**config.mk**
```make
export PLATFORM = sky130hd
export DESIGN_NAME = bswr_ctrl
export DESIGN_NICKNAME = d
export VERILOG_FILES = /design/src/hdl/bswr_pkg.sv /design/src/hdl/bswr_ctrl.sv
export SDC_FILE = /design/constraint.sdc
export NUM_CORES = 1
export LEC_CHECK = 0
export CAP_MARGIN = 15
export CORE_MARGIN = 2
export CORE_UTILIZATION = 41
export DETAILED_ROUTE_END_ITERATION = 16
export DONT_BUFFER_PORTS = 1
export SLEW_MARGIN = 20
export SYNTH_ARGS = -nofsm -noshare
export SYNTH_HDL_FRONTEND = slang
export SYNTH_SLANG_ARGS = --single-unit
export TNS_END_PERCENT = 100
```
**constraint.sdc**
```tcl
create_clock -name i_clk -period 7.9 [get_ports i_clk]
set_input_delay 1.185 -clock i_clk [delete_from_list [all_inputs] [get_ports i_clk]]
set_output_delay 1.185 -clock i_clk [all_outputs]
set_load 0.02 [all_outputs]
```
**src/hdl/bswr_pkg.sv**
```systemverilog
// Shared types and constants for the bounded stack with roll.
// Used by bswr_ctrl, bounded_stack_with_roll_core and bswr_chk.
package bswr_pkg;

    localparam int STACK_DEPTH = 1024;
    localparam int ADDR_W      = $clog2(STACK_DEPTH);
    localparam int LVL_W       = 11;
    localparam int WORD_W      = 32;
    localparam int FUNC_W      = 2;
    localparam int STAT_W      = 2;

    localparam int TDATA_IN_W  = ((WORD_W + LVL_W + 7) / 8) * 8;
    localparam int TDATA_OUT_W = ((LVL_W + WORD_W + 7) / 8) * 8;

    localparam logic [LVL_W-1:0]  DEPTH_LVL = LVL_W'(STACK_DEPTH);
    localparam logic [LVL_W-1:0]  CAP_RESET = LVL_W'(STACK_DEPTH);

    localparam logic [FUNC_W-1:0] FN_PUSH = FUNC_W'(0);
    localparam logic [FUNC_W-1:0] FN_POP  = FUNC_W'(1);
    localparam logic [FUNC_W-1:0] FN_ROLL = FUNC_W'(2);

    typedef enum logic [STAT_W-1:0] {
        ST_DONE  = 2'd0,
        ST_FULL  = 2'd1,
        ST_EMPTY = 2'd2,
        ST_DEEP  = 2'd3
    } t_status;

    typedef enum logic [2:0] {
        S_IDLE,
        S_POP_RD,
        S_ROLL_HELD,
        S_ROLL_MOV,
        S_ROLL_END
    } t_state;

    typedef struct packed {
        logic [FUNC_W-1:0]        func;
        logic signed [WORD_W-1:0] push_value;
        logic [LVL_W-1:0]         roll_depth;
    } t_item;

    typedef struct packed {
        t_status                  status;
        logic [LVL_W-1:0]         level;
        logic signed [WORD_W-1:0] top_word;
    } t_result;

endpackage

```
**src/hdl/bswr_ctrl.sv**
```systemverilog
// Operation sequencer for the stack: fill count, cached top word, roll walk
// over the entry RAM, and the result register. Depends on bswr_pkg.
module bswr_ctrl (
    input  logic                               i_clk,
    input  logic                               i_rst_n,
    input  logic                               i_valid,
    input  bswr_pkg::t_item                    i_item,
    output logic                               o_ready,
    input  logic [bswr_pkg::LVL_W-1:0]         i_capacity,
    output logic                               o_out_valid,
    output bswr_pkg::t_result                  o_result,
    input  logic                               i_out_ready,
    output logic                               o_mem_we,
    output logic [bswr_pkg::ADDR_W-1:0]        o_mem_waddr,
    output logic [bswr_pkg::WORD_W-1:0]        o_mem_wdata,
    output logic                               o_mem_re,
    output logic [bswr_pkg::ADDR_W-1:0]        o_mem_raddr,
    input  logic [bswr_pkg::WORD_W-1:0]        i_mem_rdata
);

    bswr_pkg::t_state                 r_state, n_state;
    logic [bswr_pkg::LVL_W-1:0]       r_fill, n_fill;
    logic signed [bswr_pkg::WORD_W-1:0] r_top, n_top;
    logic [bswr_pkg::WORD_W-1:0]      r_held, n_held;
    logic [bswr_pkg::ADDR_W-1:0]      r_k, n_k;
    logic [bswr_pkg::ADDR_W-1:0]      r_end, n_end;
    bswr_pkg::t_status                r_status, n_status;
    logic                             r_ovalid, n_ovalid;

    logic                             accept;
    logic [bswr_pkg::LVL_W-1:0]       eff_cap;
    logic [bswr_pkg::LVL_W-1:0]       roll_base;
    logic [bswr_pkg::LVL_W-1:0]       fill_m1;
    logic [bswr_pkg::LVL_W-1:0]       fill_m2;
    logic [bswr_pkg::ADDR_W-1:0]      k_p1;
    logic                             roll_ok;

    assign o_ready   = (r_state == bswr_pkg::S_IDLE) && (!r_ovalid || i_out_ready);
    assign accept    = i_valid && o_ready;
    assign eff_cap   = (i_capacity > bswr_pkg::DEPTH_LVL) ? bswr_pkg::DEPTH_LVL : i_capacity;
    assign roll_base = r_fill - i_item.roll_depth;
    assign fill_m1   = r_fill - bswr_pkg::LVL_W'(1);
    assign fill_m2   = r_fill - bswr_pkg::LVL_W'(2);
    assign k_p1      = r_k + bswr_pkg::ADDR_W'(1);
    assign roll_ok   = (i_item.roll_depth <= r_fill)
                     && (i_item.roll_depth >= bswr_pkg::LVL_W'(2));

    // next state
    always_comb begin
        n_state = r_state;
        case (r_state)
            bswr_pkg::S_IDLE: begin
                if (accept) begin
                    case (i_item.func)
                        bswr_pkg::FN_POP: begin
                            if (r_fill > bswr_pkg::LVL_W'(1)) begin
                                n_state = bswr_pkg::S_POP_RD;
                            end
                        end
                        bswr_pkg::FN_ROLL: begin
                            if (roll_ok) begin
                                n_state = bswr_pkg::S_ROLL_HELD;
                            end
                        end
                        default: n_state = bswr_pkg::S_IDLE;
                    endcase
                end
            end
            bswr_pkg::S_POP_RD:    n_state = bswr_pkg::S_IDLE;
            bswr_pkg::S_ROLL_HELD: n_state = bswr_pkg::S_ROLL_MOV;
            bswr_pkg::S_ROLL_MOV: begin
                if (k_p1 == r_end) begin
                    n_state = bswr_pkg::S_ROLL_END;
                end
            end
            bswr_pkg::S_ROLL_END:  n_state = bswr_pkg::S_IDLE;
            default:               n_state = bswr_pkg::S_IDLE;
        endcase
    end

    // datapath and memory controls
    always_comb begin
        n_fill      = r_fill;
        n_top       = r_top;
        n_held      = r_held;
        n_k         = r_k;
        n_end       = r_end;
        n_status    = r_status;
        n_ovalid    = r_ovalid && !i_out_ready;
        o_mem_we    = 1'b0;
        o_mem_waddr = r_k;
        o_mem_wdata = i_mem_rdata;
        o_mem_re    = 1'b0;
        o_mem_raddr = k_p1;
        case (r_state)
            bswr_pkg::S_IDLE: begin
                if (accept) begin
                    n_status = bswr_pkg::ST_DONE;
                    n_ovalid = 1'b1;
                    case (i_item.func)
                        bswr_pkg::FN_PUSH: begin
                            if (r_fill >= eff_cap) begin
                                n_status = bswr_pkg::ST_FULL;
                            end else begin
                                o_mem_we    = 1'b1;
                                o_mem_waddr = r_fill[bswr_pkg::ADDR_W-1:0];
                                o_mem_wdata = i_item.push_value;
                                n_top       = i_item.push_value;
                                n_fill      = r_fill + bswr_pkg::LVL_W'(1);
                            end
                        end
                        bswr_pkg::FN_POP: begin
                            if (r_fill == '0) begin
                                n_status = bswr_pkg::ST_EMPTY;
                            end else begin
                                n_fill = fill_m1;
                                if (r_fill == bswr_pkg::LVL_W'(1)) begin
                                    n_top = '0;
                                end else begin
                                    // fetch the new top; result waits for it
                                    o_mem_re    = 1'b1;
                                    o_mem_raddr = fill_m2[bswr_pkg::ADDR_W-1:0];
                                    n_ovalid    = 1'b0;
                                end
                            end
                        end
                        bswr_pkg::FN_ROLL: begin
                            if (i_item.roll_depth > r_fill) begin
                                n_status = bswr_pkg::ST_DEEP;
                            end else if (roll_ok) begin
                                o_mem_re    = 1'b1;
                                o_mem_raddr = roll_base[bswr_pkg::ADDR_W-1:0];
                                n_k         = roll_base[bswr_pkg::ADDR_W-1:0];
                                n_end       = fill_m1[bswr_pkg::ADDR_W-1:0];
                                n_ovalid    = 1'b0;
                            end
                        end
                        default: n_status = bswr_pkg::ST_DONE;
                    endcase
                end
            end
            bswr_pkg::S_POP_RD: begin
                n_top    = i_mem_rdata;
                n_ovalid = 1'b1;
            end
            bswr_pkg::S_ROLL_HELD: begin
                // hold the buried entry, start streaming the ones above it
                n_held      = i_mem_rdata;
                o_mem_re    = 1'b1;
                o_mem_raddr = k_p1;
            end
            bswr_pkg::S_ROLL_MOV: begin
                o_mem_we    = 1'b1;
                o_mem_waddr = r_k;
                o_mem_wdata = i_mem_rdata;
                if (k_p1 != r_end) begin
                    o_mem_re    = 1'b1;
                    o_mem_raddr = k_p1 + bswr_pkg::ADDR_W'(1);
                    n_k         = k_p1;
                end
            end
            bswr_pkg::S_ROLL_END: begin
                o_mem_we    = 1'b1;
                o_mem_waddr = r_end;
                o_mem_wdata = r_held;
                n_top       = r_held;
                n_ovalid    = 1'b1;
            end
            default: n_ovalid = r_ovalid;
        endcase
    end

    always_ff @(posedge i_clk) begin
        if (!i_rst_n) begin
            r_state  <= bswr_pkg::S_IDLE;
            r_fill   <= '0;
            r_top    <= '0;
            r_ovalid <= 1'b0;
            r_status <= bswr_pkg::ST_DONE;
        end else begin
            r_state  <= n_state;
            r_fill   <= n_fill;
            r_top    <= n_top;
            r_ovalid <= n_ovalid;
            r_status <= n_status;
        end
    end

    always_ff @(posedge i_clk) begin
        r_held <= n_held;
        r_k    <= n_k;
        r_end  <= n_end;
    end

    assign o_out_valid       = r_ovalid;
    assign o_result.status   = r_status;
    assign o_result.level    = r_fill;
    assign o_result.top_word = r_top;

endmodule

```
# Yosys cells after proc, flatten, opt, wreduce, memory -nomap -nowiden
# Index checks and enable logic that the tools add are counted.
# Widths: inputs -> output; s select.
[classes]
reduce_logical = 23
n_addsub = 6
eq_ne = 23
n_mux = 61
order_cmp = 6
bitwise_logic = 1
[ops]
columns = ["op", "count"]
rows = [
  ["$mux 32", 7],
  ["$mux 10", 14],
  ["$pmux 32 s2", 2],
  ["$pmux 32 s3", 1],
  ["$pmux 10 s2", 4],
  ["$mux 11", 3],
  ["$pmux 11 s2", 1],
  ["$add 10x1->10 const B", 2],
  ["$mux 1", 15],
  ["$ne 3x3->1 const B", 5],
  ["$ne 2x2->1 const B", 7],
  ["$mux 3", 4],
  ["$reduce_and 6->1", 2],
  ["$add 11x1->11 const B", 1],
  ["$eq 11x1->1 const B", 1],
  ["$ge 11x11->1", 1],
  ["$ge 11x2->1 const B", 1],
  ["$gt 11x1->1 const B", 1],
  ["$gt 11x11->1", 1],
  ["$gt 11x11->1 const B", 1],
  ["$le 11x11->1", 1],
  ["$logic_not 11->1", 1],
  ["$sub 11x1->11 const B", 1],
  ["$eq 10x10->1", 1],
  ["other kinds (28)", 42],
]
[word_totals]
ff_bits = 101

# Logic depth before layout (Yosys ltp)
# Gate-level depths: netlist of run 1.
[logic_depth]
depth_word = 7
depth_mapped = 12
ltp_nobuf = 11

# Worst setup path after synthesis of run 1
# Ideal clock, no wire load.
[synth_timing]
kind = "input to output"
startpoint = "input i_capacity[10] (netlist bit)"
endpoint = "output o_mem_wdata[2] (netlist bit)"
path_buffers = 2
arrival_time_ns = 3.485
path_stages = 12
path_slack_ns = 3.230
cell_sequence = "clkinv_1 nand2_1 ha_1 a21o_1 a221oi_1 o21ai_0 a21o_1 a311o_1 buf_6 buf_6 a222oi_1 inv_1"
[synth_between]
elab_chain_cells = 7
[synth_lines]
columns = ["item", "line", "text"]
rows = [
  ["from (decl)", "bswr_ctrl.sv:9", "input logic [bswr_pkg::LVL_W-1:0] i_capacity,"],
  ["$gt 11x11->1", "bswr_ctrl.sv:40", "assign eff_cap = (i_capacity > bswr_pkg::DEPTH_LVL) ? bswr_pkg::DEPTH_LVL : i_capacity;"],
  ["$mux 11 (*)", "bswr_ctrl.sv:40", ""],
  ["$ge 11x11->1 (*)", "bswr_ctrl.sv:102", "if (r_fill >= eff_cap) begin"],
  ["$mux 32 (*)", "bswr_ctrl.sv:102", ""],
  ["$mux 32 (*)", "bswr_ctrl.sv:100", "case (i_item.func)"],
  ["$mux 32 (*)", "bswr_ctrl.sv:97", "if (accept) begin"],
  ["$pmux 32 s2 (*)", "bswr_ctrl.sv:95", "case (r_state)"],
  ["to (decl)", "bswr_ctrl.sv:15", "output logic [bswr_pkg::WORD_W-1:0] o_mem_wdata,"],
]
# Mark *: on every way between the ends. The rest lies on a longest branch, timed or not.

# Worst setup path after layout of run 1
[layout_timing]
startpoint = "input i_capacity[10] (netlist bit)"
endpoint = "output o_mem_wdata[25] (netlist bit)"
# The elaborated chain is that of the path after synthesis.

==> results of run 1 <==
## flip-flops by register name (all words and copies together), names as in the netlist
name and cells:
o_out_valid 1, r_end 10, r_fill 11, r_held 32
r_k 10, r_state 3, r_status 2, r_top 32
## worst paths after layout
path	start	endpoint	slack, ns	depth (start not counted)
min	r_status[0]$_SDFFE_PN0P_	r_status[0]$_SDFFE_PN0P_	0.62	2
max	i_capacity[10]	o_mem_wdata[25]	2.66	10
min reg2reg	r_status[0]$_SDFFE_PN0P_	r_status[0]$_SDFFE_PN0P_	0.62	2
max reg2reg	r_k[0]$_DFFE_PP_	r_k[1]$_DFFE_PP_	4.13	10
## kinds of logic after synthesis
| group | count (synthesis) | share of synthesized area |
|---|---|---|
| AND/OR/NAND/NOR | 284 | 0.180 |
| AO/OA/AOI/OAI | 278 | 0.274 |
| buffers and inverters | 129 | 0.0714 |
| flip-flops | 101 | 0.341 |
| adder cells (fa/ha/maj) | 45 | 0.0764 |
| XOR/XNOR | 43 | 0.0505 |
| multiplexers | 5 | 0.00704 |
## through the flow
stage	total power, mW	setup WS [ns]	cell area [um2]
final	1.60	2.66	7910
after detailed placement	1.16	2.68	7610
after global placement	1.15	2.83	7610
after floorplan	1.06	3.23	7460
after CTS	1.61	2.67	7910
after global routing	1.68	2.44	7910
## cells in the mapped netlist, types with 8 or more instances
cell type / n
buf_2: 8
a21oi_1: 70
ha_1: 44
nor2_1: 79
o21ai_0: 54
and2_1: 11
dfxtp_1: 49
nor3_1: 18
xor2_1: 11
o221a_2: 31
nand4_1: 12
nor2b_1: 15
nand3_1: 16
xnor2_1: 32
a22o_1: 16
inv_1: 64
a222oi_1: 32
edfxtp_1: 52
clkbuf_1: 49
nand2_1: 93
## per-layer routing
metal / wire length (um) / share of wire / vias to the layer above / track usage
met4: 423 / 0.018 / 0 / 0.0771
met5: 0 / 0 / - / 0
met1: 10100 / 0.43 / 3227 / 0.327
li1: - / - / 3204 / -
met2: 11000 / 0.46 / 335 / 0.380
met3: 2190 / 0.092 / 29 / 0.0635
## report_power, final
part / switching [mW] / internal, mW / total, mW
Clock: 0.225 / 0.225 / 0.449
Sequential: 0.0677 / 0.599 / 0.667
Combinational: 0.320 / 0.164 / 0.485
Total: 0.613 / 0.988 / 1.60
## placed cells by master (no fill, tap or decap), drive strengths merged, types with 7 or more instances in the layout
| cell type | count |
|---|---|
| buf | 19 |
| xor2 | 11 |
| nand3 | 17 |
| nor2b | 15 |
| a22o | 16 |
| o221a | 36 |
| clkbuf | 9 |
| nand4 | 12 |
| nand2 | 93 |
| inv | 67 |
| a21oi | 70 |
| and3 | 7 |
| nand2b | 7 |
| or3 | 7 |
| and2 | 13 |
| a21o | 7 |
| o21ai | 54 |
| nor3 | 18 |
| dfxtp | 49 |
| xnor2 | 32 |
| ha | 44 |
| a222oi | 32 |
| nor2 | 80 |
| edfxtp | 52 |
## worst max-delay path, cell delays in order
cell	delay, ns
clkinv_1	0.19
nand2_1	0.14
ha_1	0.25
a21o_1	0.16
a221oi_1	0.29
o21ai_0	0.18
a21o_1	0.27
a311o_2	0.72
a222oi_1	0.45
inv_1	0.19
## final cells by class
type                            instances  area [um2]  area share
Multi-Input combinational cell        655        4400       0.555
Sequential cell                       101        2540       0.322
Tap cell                              229         287      0.0362
Inverter                               65         244      0.0308
Clock buffer                            9         225      0.0285
Timing Repair Buffer                   19         143      0.0180
Clock inverter                          7        75.1     0.00949
==> out/results.ini, run 1 <==
[clock_network]
ctsHoldBuffers=0
cts-root-buf=clkbuf_16
clockBufferDepth=2
cts_sinks=101
cts_tree=built
htreeDepth=3
clk_pin_slew_ns=0.07
cts_setup_buffers=0
cts_made_buffers=9
insertion_delay_ns=0.35
ctsResizeCount=0

[grt]
antenna_found_initial=0
grt_use_total=0.242
grt_max_degree=74
grt_pass1_wl_um=37600
grt_pass1_vias=6656
grt-ovfl-total=0

[logic_synthesis]
syn-cell-area_mm2=0.00746
syn_avg_cell_area_um2=8.43
ys_seq_elements=101
synth_nets=1022
synth_flop_cell=edfxtp_1
synth_area_leaders=edfxtp_1 21%, dfxtp_1 13%, ha_1 7.4%
ys_async_sr_fraction=0
synth-edff-count=52
yosysTopAreaCell=edfxtp_1
ys_seq_area_frac=0.341
synth_cell_types=68
ys.warnings.count=0
synth_top_area_frac=0.209
netlist_instances=885

[drt]
drc_errors=0
drtIter0Drc=719
vias_per_cell=6.26
antenna_left=0
vias=6795
wire_per_inst_um=21.9
drtPass1Iterations=7
route.final.wire_length_um=23700

[worst_hold_path]
hold_path.class=reg -> reg

[finish]
diodes=0
fin_util=0.442
syn_to_final_growth_pct=6.04
drive_gt1_frac=0.0935
final_nets=988
fillers=1809
final_cells=1085

[place]
place.gp.congestion=0.955
dp.cells=1069
port-buffer-count=0
hpwl_um=16800

[timing]
skew_ns=0.0110
slew_violations=0
rsz0062_at_grt=no
tightest_slew_ns=1.01
hold_ws_ns=0.624
finalCriticalPeriod_ns=5.24
finalSetupTns_ns=0
setup_viol=0
period_share=0.663
finalHoldViolations=0
fmax_mhz=191
slew-limit-headroom=0.326

[floorplan]
start_util=0.417
die_x_um=139
coreArea_mm2=0.0179
die_h_um=139
num_rows=49
pin_count=193
die_area_mm2=0.0193

[run_status]
status=complete, no violations

[power]
p_leak_nw=3.09
vdd_drop_max_uv=107
cellPowerDensity_mw_per_mm2=202

[critical_path]
arrival_ns=4.06
path_class=in -> out
critical_path_required_ns=6.71
cp-start-kind=primary input
cp-end-kind=primary output
crit_path_max_fanout=43

[run]
maxCapViolations=0

Note: power is estimated with default switching activity, not from simulation.
==> inputs of run 2 (changes only) <==
ABC_AREA = 1   (was unset)
clock period = 4.61 ns   (was 7.9 ns; I/O delays follow)
==> run 2 against run 1 <==
  * Cell area increased by 12%
  * Clock-buffer cell count unchanged
  * Largest power group unchanged
  * First-iteration DRC count decreased by 2.6%
  * Synthesized area increased by 11%
==> out/results.ini, run 2 <==
[critical_path]
crit_path_max_fanout=81  ; was 43
cp-start-kind=primary input  ; unchanged
cp_slowest_cell=buf_4  ; was a311o_2
arrival_ns=3.50  ; was 4.06 ns
critical_path_required_ns=3.92  ; was 6.71 ns
critical-path-max-stage-delay_ns=0.56  ; was 0.72 ns
cp-end-kind=primary output  ; unchanged
rr_startpoint=r_fill[9]$_SDFFE_PN0P_  ; was r_k[0]$_DFFE_PP_
reg2reg_to=r_end[6]$_DFFE_PP_  ; was r_k[1]$_DFFE_PP_
crit_chain=nor4_1 > a31o_2 > nand2_1 > ha_1 > nand2_1 > o21ai_0 > nand3_1 > nand4_1 > nor2_1 > nand2_2 > buf_4 > a21oi_1 > o21ai_0 > nand3_1  ; was clkinv_1 > nand2_1 > ha_1 > a21o_1 > a221oi_1 > o21ai_0 > a21o_1 > a311o_2 > a222oi_1 > inv_1
rr_worst_depth=9  ; was 10
path_class=in -> out  ; unchanged
reg2reg_slack_ns=1.32  ; was 4.13 ns

[logic_synthesis]
netlist_instances=1245  ; was 885
synth_cell_types=44  ; was 68
synth-edff-count=52  ; unchanged
ys_seq_area_frac=0.307  ; was 0.341
synth_top_area_frac=0.189  ; was 0.209
synth.most_common_cell=nand2_1  ; unchanged
yosys-top-cells-count=318 x nand2_1, 122 x nand3_1, 120 x inv_1, 115 x o21ai_0, 106 x a21oi_1  ; was 93 x nand2_1, 79 x nor2_1, 70 x a21oi_1, 64 x inv_1, 54 x o21ai_0
syn_avg_cell_area_um2=6.65  ; was 8.43 um2
syn-cell-area_mm2=0.00828  ; was 0.00746 mm2
ys.warnings.count=0  ; unchanged
ys_async_sr_fraction=0  ; unchanged
synth_flop_cell=edfxtp_1  ; unchanged
synth_area_leaders=edfxtp_1 19%, nand2_1 14%, dfxtp_1 12%  ; was edfxtp_1 21%, dfxtp_1 13%, ha_1 7.4%
ys_seq_elements=101  ; unchanged
synth_nets=1382  ; was 1,022
yosysTopAreaCell=edfxtp_1  ; unchanged

[power]
cellPowerDensity_mw_per_mm2=337  ; was 202 mW/mm2
vdd_drop_max_uv=189  ; was 107 uV
p_leak_nw=3.88  ; was 3.09 nW

[drt]
drc_errors=0  ; unchanged
drtPass1Iterations=6  ; was 7
drtIter0Drc=700  ; was 719
wire_per_inst_um=18.7  ; was 21.9 um
antenna_left=0  ; unchanged
vias_per_cell=5.66  ; was 6.26
vias=8390  ; was 6,795
route.final.wire_length_um=27800  ; was 23,700 um

[clock_network]
cts_setup_buffers=0  ; unchanged
clockBufferDepth=2  ; unchanged
clk_pin_slew_ns=0.08  ; was 0.07 ns
ctsResizeCount=0  ; unchanged
cts-root-buf=clkbuf_16  ; unchanged
cts_tree=built  ; unchanged
cts_made_buffers=9  ; unchanged
htreeDepth=3  ; unchanged
insertion_delay_ns=0.36  ; was 0.35 ns
ctsHoldBuffers=0  ; unchanged
cts_sinks=101  ; unchanged

[floorplan]
start_util=0.421  ; was 0.417
die_h_um=146  ; was 139 um
die_area_mm2=0.0213  ; was 0.0193 mm2
num_rows=51  ; was 49
pin_count=193  ; unchanged
die_x_um=146  ; was 139 um
coreArea_mm2=0.0197  ; was 0.0179 mm2

[worst_hold_path]
worstHoldStart=i_mem_rdata[14]  ; was r_status[0]$_SDFFE_PN0P_
hold_path.class=in -> reg  ; was reg -> reg
whs_path_depth=0  ; was 2
worstHoldEndpoint=r_held[14]$_DFFE_PP_  ; was r_status[0]$_SDFFE_PN0P_

[place]
port-buffer-count=0  ; unchanged
dp.cells=1467  ; was 1,069
hpwl_um=20500  ; was 16,800 um
post-place-ws_ns=0.510  ; was 2.68 ns
place.gp.congestion=0.887  ; was 0.955

[finish]
fin_util=0.449  ; was 0.442
final_cell_mix=317 x nand2_1, 122 x nand3_1, 119 x inv_1, 115 x o21ai_0, 106 x a21oi_1  ; was 93 x nand2_1, 78 x nor2_1, 69 x a21oi_1, 64 x inv_1, 54 x o21ai_0
largestRegisters=r_held x32, r_top x32, r_fill x11  ; unchanged
layout_commonest_cell=nand2_1  ; unchanged
final_nets=1350  ; was 988
drive_gt1_frac=0.0640  ; was 0.0935
syn_to_final_growth_pct=6.68  ; was 6.04%
diodes=0  ; unchanged
final_cells=1483  ; was 1,085

[timing]
setup_viol=0  ; unchanged
hold_ws_ns=0.420  ; was 0.624 ns
layout_setup_ws_ns=0.415  ; was 2.66 ns
rsz0062_at_grt=no  ; unchanged
finalHoldViolations=0  ; unchanged
finalSetupTns_ns=0  ; unchanged
finalCriticalPeriod_ns=4.20
skew_ns=0.0158  ; was 0.0110 ns
fmax_mhz=238
slew-limit-headroom=0.287  ; was 0.326
period_share=0.910
slew_violations=0  ; unchanged
tightest_slew_ns=1.06  ; was 1.01 ns

[run]
maxCapViolations=0  ; unchanged

[grt]
grt_pass1_vias=7615  ; was 6,656
grt_use_total=0.254  ; was 0.242
antenna_found_initial=0  ; unchanged
grt_max_degree=82  ; was 74
grt-ovfl-total=0  ; unchanged
grt_pass1_wl_um=43200  ; was 37,600 um

[run_status]
status=complete, no violations  ; unchanged

-- run 2: logic make-up (layout without fill, tap and decap cells) --
family	count (synthesis)	in the layout	synth area share
buf+inv	191	164	0.0907
simple gates	604	604	0.322
fa+ha+maj	45	45	0.0689
compound gates	268	268	0.172
xor+xnor	36	36	0.0390
flops	101	101	0.307
-- run 2: worst max-delay path by stage --
stage                  startpoint               to  cells past startpoint
global placement    i_capacity[2]   o_mem_waddr[0]                     14
CTS                 i_capacity[6]  o_mem_wdata[13]                     14
detailed placement  i_capacity[2]  o_mem_wdata[13]                     14
finish              i_capacity[6]  o_mem_wdata[13]                     14
floorplan           i_capacity[2]   o_mem_waddr[8]                     15
global route        i_capacity[2]  o_mem_wdata[13]                     14
-- run 2: stage by stage --
stage	cell area, um2	total power [mW]
detailed placement	8520	2.21
global placement	8520	2.20
finish	8830	2.98
floorplan	8280	1.95
CTS	8830	2.99
global route	8830	3.15
-- run 2: power breakdown --
group / total, mW / switching [mW] / internal [mW]
clock network: 0.778 / 0.389 / 0.389
logic: 1.04 / 0.744 / 0.296
registers: 1.16 / 0.125 / 1.03
total: 2.98 / 1.26 / 1.72
-- run 2: per-layer routing --
layer  wire length (um)  global-route usage  vias up  part of all wire
met3               2650              0.0638       54             0.095
met2              12600               0.398      369              0.45
met4                665              0.0733        0             0.024
met5                  0                   0        -                 0
li1                   -                   -     4104                 -
met1              11900               0.348     3863              0.43
-- run 2: final cells by class --
cell class	instances	area (um2)
Tap cell	265	332
Multi-Input combinational cell	953	5000
Timing Repair Buffer	22	165
Clock inverter	7	88.8
Fill cell	2131	10800
Sequential cell	101	2540
Clock buffer	9	225
Inverter	126	473
-- run 2: critical path: cells and delay by family --
kind	cells	cell delay [ns]
and+or+nand+nor	8	1.07
adders and majority gates	1	0.31
AOI/OAI and AO/OA	4	0.77
buffers and inverters	1	0.56
==> inputs of run 3 (changes only) <==
clock period = 3.65 ns   (was 4.61 ns; I/O delays follow)
==> run 3 against run 2 <==
  * Highest routed layer unchanged
  * Core utilization up 2.6 points
  * Critical path type unchanged
  * Sequential cell count stayed put
  * Critical path depth down 1
  * Register-to-register slack worse by 0.56 ns
  * Routed wire length rose by 2.8%
  * Largest cell class unchanged
  * Largest power group unchanged
==> out/results.ini, run 3 (synthesized netlist as in run 2, its figures left out) <==
[drt]
route.final.wire_length_um=28600  ; was 27,800 um
vias_per_cell=5.62  ; was 5.66
antenna_left=0  ; unchanged
drtIter0Drc=667  ; was 700
drtPass1Iterations=5  ; was 6
drc_errors=0  ; unchanged
wire_per_inst_um=18.8  ; was 18.7 um
vias=8518  ; was 8,390

[grt]
antenna_found_initial=0  ; unchanged
grt_max_degree=65  ; was 82
grt_pass1_wl_um=43200  ; about the same
grt-ovfl-total=0  ; unchanged
grt_pass1_vias=7739  ; was 7,615
grt_use_total=0.253  ; was 0.254

[critical_path]
path_class=in -> out  ; unchanged
rr_startpoint=r_k[0]$_DFFE_PP_  ; was r_fill[9]$_SDFFE_PN0P_
cp-start-kind=primary input  ; unchanged
rr_worst_depth=10  ; was 9
crit_path_max_fanout=12  ; was 81
reg2reg_slack_ns=0.76  ; was 1.32 ns
arrival_ns=3.05  ; was 3.50 ns
cp-end-kind=primary output  ; unchanged
crit_start=i_capacity[2]  ; was i_capacity[6]
reg2reg_to=r_k[8]$_DFFE_PP_  ; was r_end[6]$_DFFE_PP_
critical_path_required_ns=3.10  ; was 3.92 ns
cp-endpoint=o_mem_wdata[13]  ; unchanged

[place]
place.gp.congestion=0.916  ; was 0.887
port-buffer-count=0  ; unchanged
hpwl_um=20700  ; was 20,500 um

[timing]
slew-limit-headroom=0.508  ; was 0.287
slew_violations=0  ; unchanged
finalHoldViolations=0  ; unchanged
setup_viol=0  ; unchanged
skew_ns=0.0133  ; was 0.0158 ns
hold_ws_ns=0.279  ; was 0.420 ns
rsz0062_at_grt=yes  ; was no
period_share=0.985
finalSetupTns_ns=0  ; unchanged
fmax_mhz=278
finalCriticalPeriod_ns=3.60
tightest_slew_ns=0.738  ; was 1.06 ns

[run]
maxCapViolations=0  ; unchanged

[power]
vdd_drop_max_uv=215  ; was 189 uV
power_mw=3.87  ; was 2.98 mW
p_leak_nw=4.13  ; was 3.88 nW
cellPowerDensity_mw_per_mm2=414  ; was 337 mW/mm2

[finish]
final_cell_mix=317 x nand2_1, 120 x inv_1, 115 x nand3_1, 112 x o21ai_0, 104 x a21oi_1  ; was 317 x nand2_1, 122 x nand3_1, 119 x inv_1, 115 x o21ai_0, 106 x a21oi_1
syn_to_final_growth_pct=12.8  ; was 6.68%
layout_commonest_cell=nand2_1  ; unchanged
largestRegisters=r_held x32, r_top x32, r_fill x11  ; unchanged
diodes=0  ; unchanged
drive_gt1_frac=0.104  ; was 0.0640
final_nets=1384  ; was 1,350

[worst_hold_path]
hold_path.class=in -> reg  ; unchanged

[floorplan]
die_x_um=146  ; unchanged
coreArea_mm2=0.0197  ; unchanged
die_h_um=146  ; unchanged
num_rows=51  ; unchanged
pin_count=193  ; unchanged
start_util=0.421  ; unchanged
die_area_mm2=0.0213  ; unchanged

[clock_network]
cts_tree=built  ; unchanged
cts_made_buffers=9  ; unchanged
cts_sinks=101  ; unchanged
cts-root-buf=clkbuf_16  ; unchanged
ctsHoldBuffers=0  ; unchanged
htreeDepth=3  ; unchanged
clk_pin_slew_ns=0.08  ; about the same
insertion_delay_ns=0.36  ; about the same
clockBufferDepth=2  ; unchanged

[run_status]
status=complete, no violations  ; unchanged

==> run 3: cell types whose count changed in the layout (fill, tap and decap cells not counted), moves of 4 or more <==
cell	change
buf_4	+22
clkbuf_16	+4
nand3_2	+8
nand3_1	-7
ha_1	-5
ha_4	+5
==> run 3: where the power goes <==
part | switching, mW | internal (mW) | leakage (nW) | total, mW
logic | 0.983 | 0.454 | 3.11 | 1.44
clock network | 0.491 | 0.487 | 0.148 | 0.978
registers | 0.145 | 1.30 | 0.871 | 1.45
total | 1.62 | 2.25 | 4.13 | 3.87
==> run 3: through the flow <==
step	util	cell area (um2)	instances	setup WS, ns
2_1_floorplan	-	8280	1245	0.359
5_1_grt	0.475	9340	1517	-0.0852
6_report	0.475	9340	1517	0.0547
4_1_cts	0.460	9040	1509	0.116
3_5_place_dp	0.445	8740	1493	0.136
3_3_place_gp	0.445	8740	1493	0.172
==> run 3: what timing repair did <==
item | CTS | global route
buffers inserted | 0 | 0
resized for setup | 0 | 29
endpoints found under the setup margin | 0 | 46
endpoints found under the hold margin | 0 | 0
==> run 3: area by class of cell <==
type	count	area, um2
tap	265	332
clock buffer	9	225
sequential	101	2540
inverter	126	473
multi-input combinational	955	5170
fill	2071	10300
clock inverter	7	76.3
timing repair buffer	54	524
==> run 3: worst max-delay path: stages <==
cell and delay, ns:
nor4_4 0.30, a31o_2 0.25, nand2_1 0.10, ha_4 0.23, a21oi_1 0.16, o21a_1 0.14
nand4_1 0.21, nor2_2 0.21, nand2_4 0.18, clkbuf_16 0.23, a21oi_1 0.14, o21ai_0 0.10
nand3_1 0.24
==> run 3: metal layers <==
metal | GRT usage | vias to the layer above | share of wire | routed length (um)
li1 | - | 4182 | - | -
met1 | 0.345 | 3897 | 0.43 | 12300
met2 | 0.399 | 401 | 0.45 | 12900
met3 | 0.0647 | 38 | 0.098 | 2800
met4 | 0.0675 | 0 | 0.019 | 548
met5 | 0 | - | 0 | 0
==> run 3: worst min-delay path by stage <==
stage	depth (start not counted)	to	start	slack [ns]
floorplan	2	r_status[0]$_SDFFE_PN0P_	r_status[0]$_SDFFE_PN0P_	0.54
global placement	2	r_fill[4]$_SDFFE_PN0P_	r_fill[4]$_SDFFE_PN0P_	0.58
detailed placement	2	r_fill[4]$_SDFFE_PN0P_	r_fill[4]$_SDFFE_PN0P_	0.58
CTS	0	r_held[11]$_DFFE_PP_	i_mem_rdata[11]	0.26
global route	0	r_held[11]$_DFFE_PP_	i_mem_rdata[11]	0.25
finish	0	r_held[30]$_DFFE_PP_	i_mem_rdata[30]	0.28
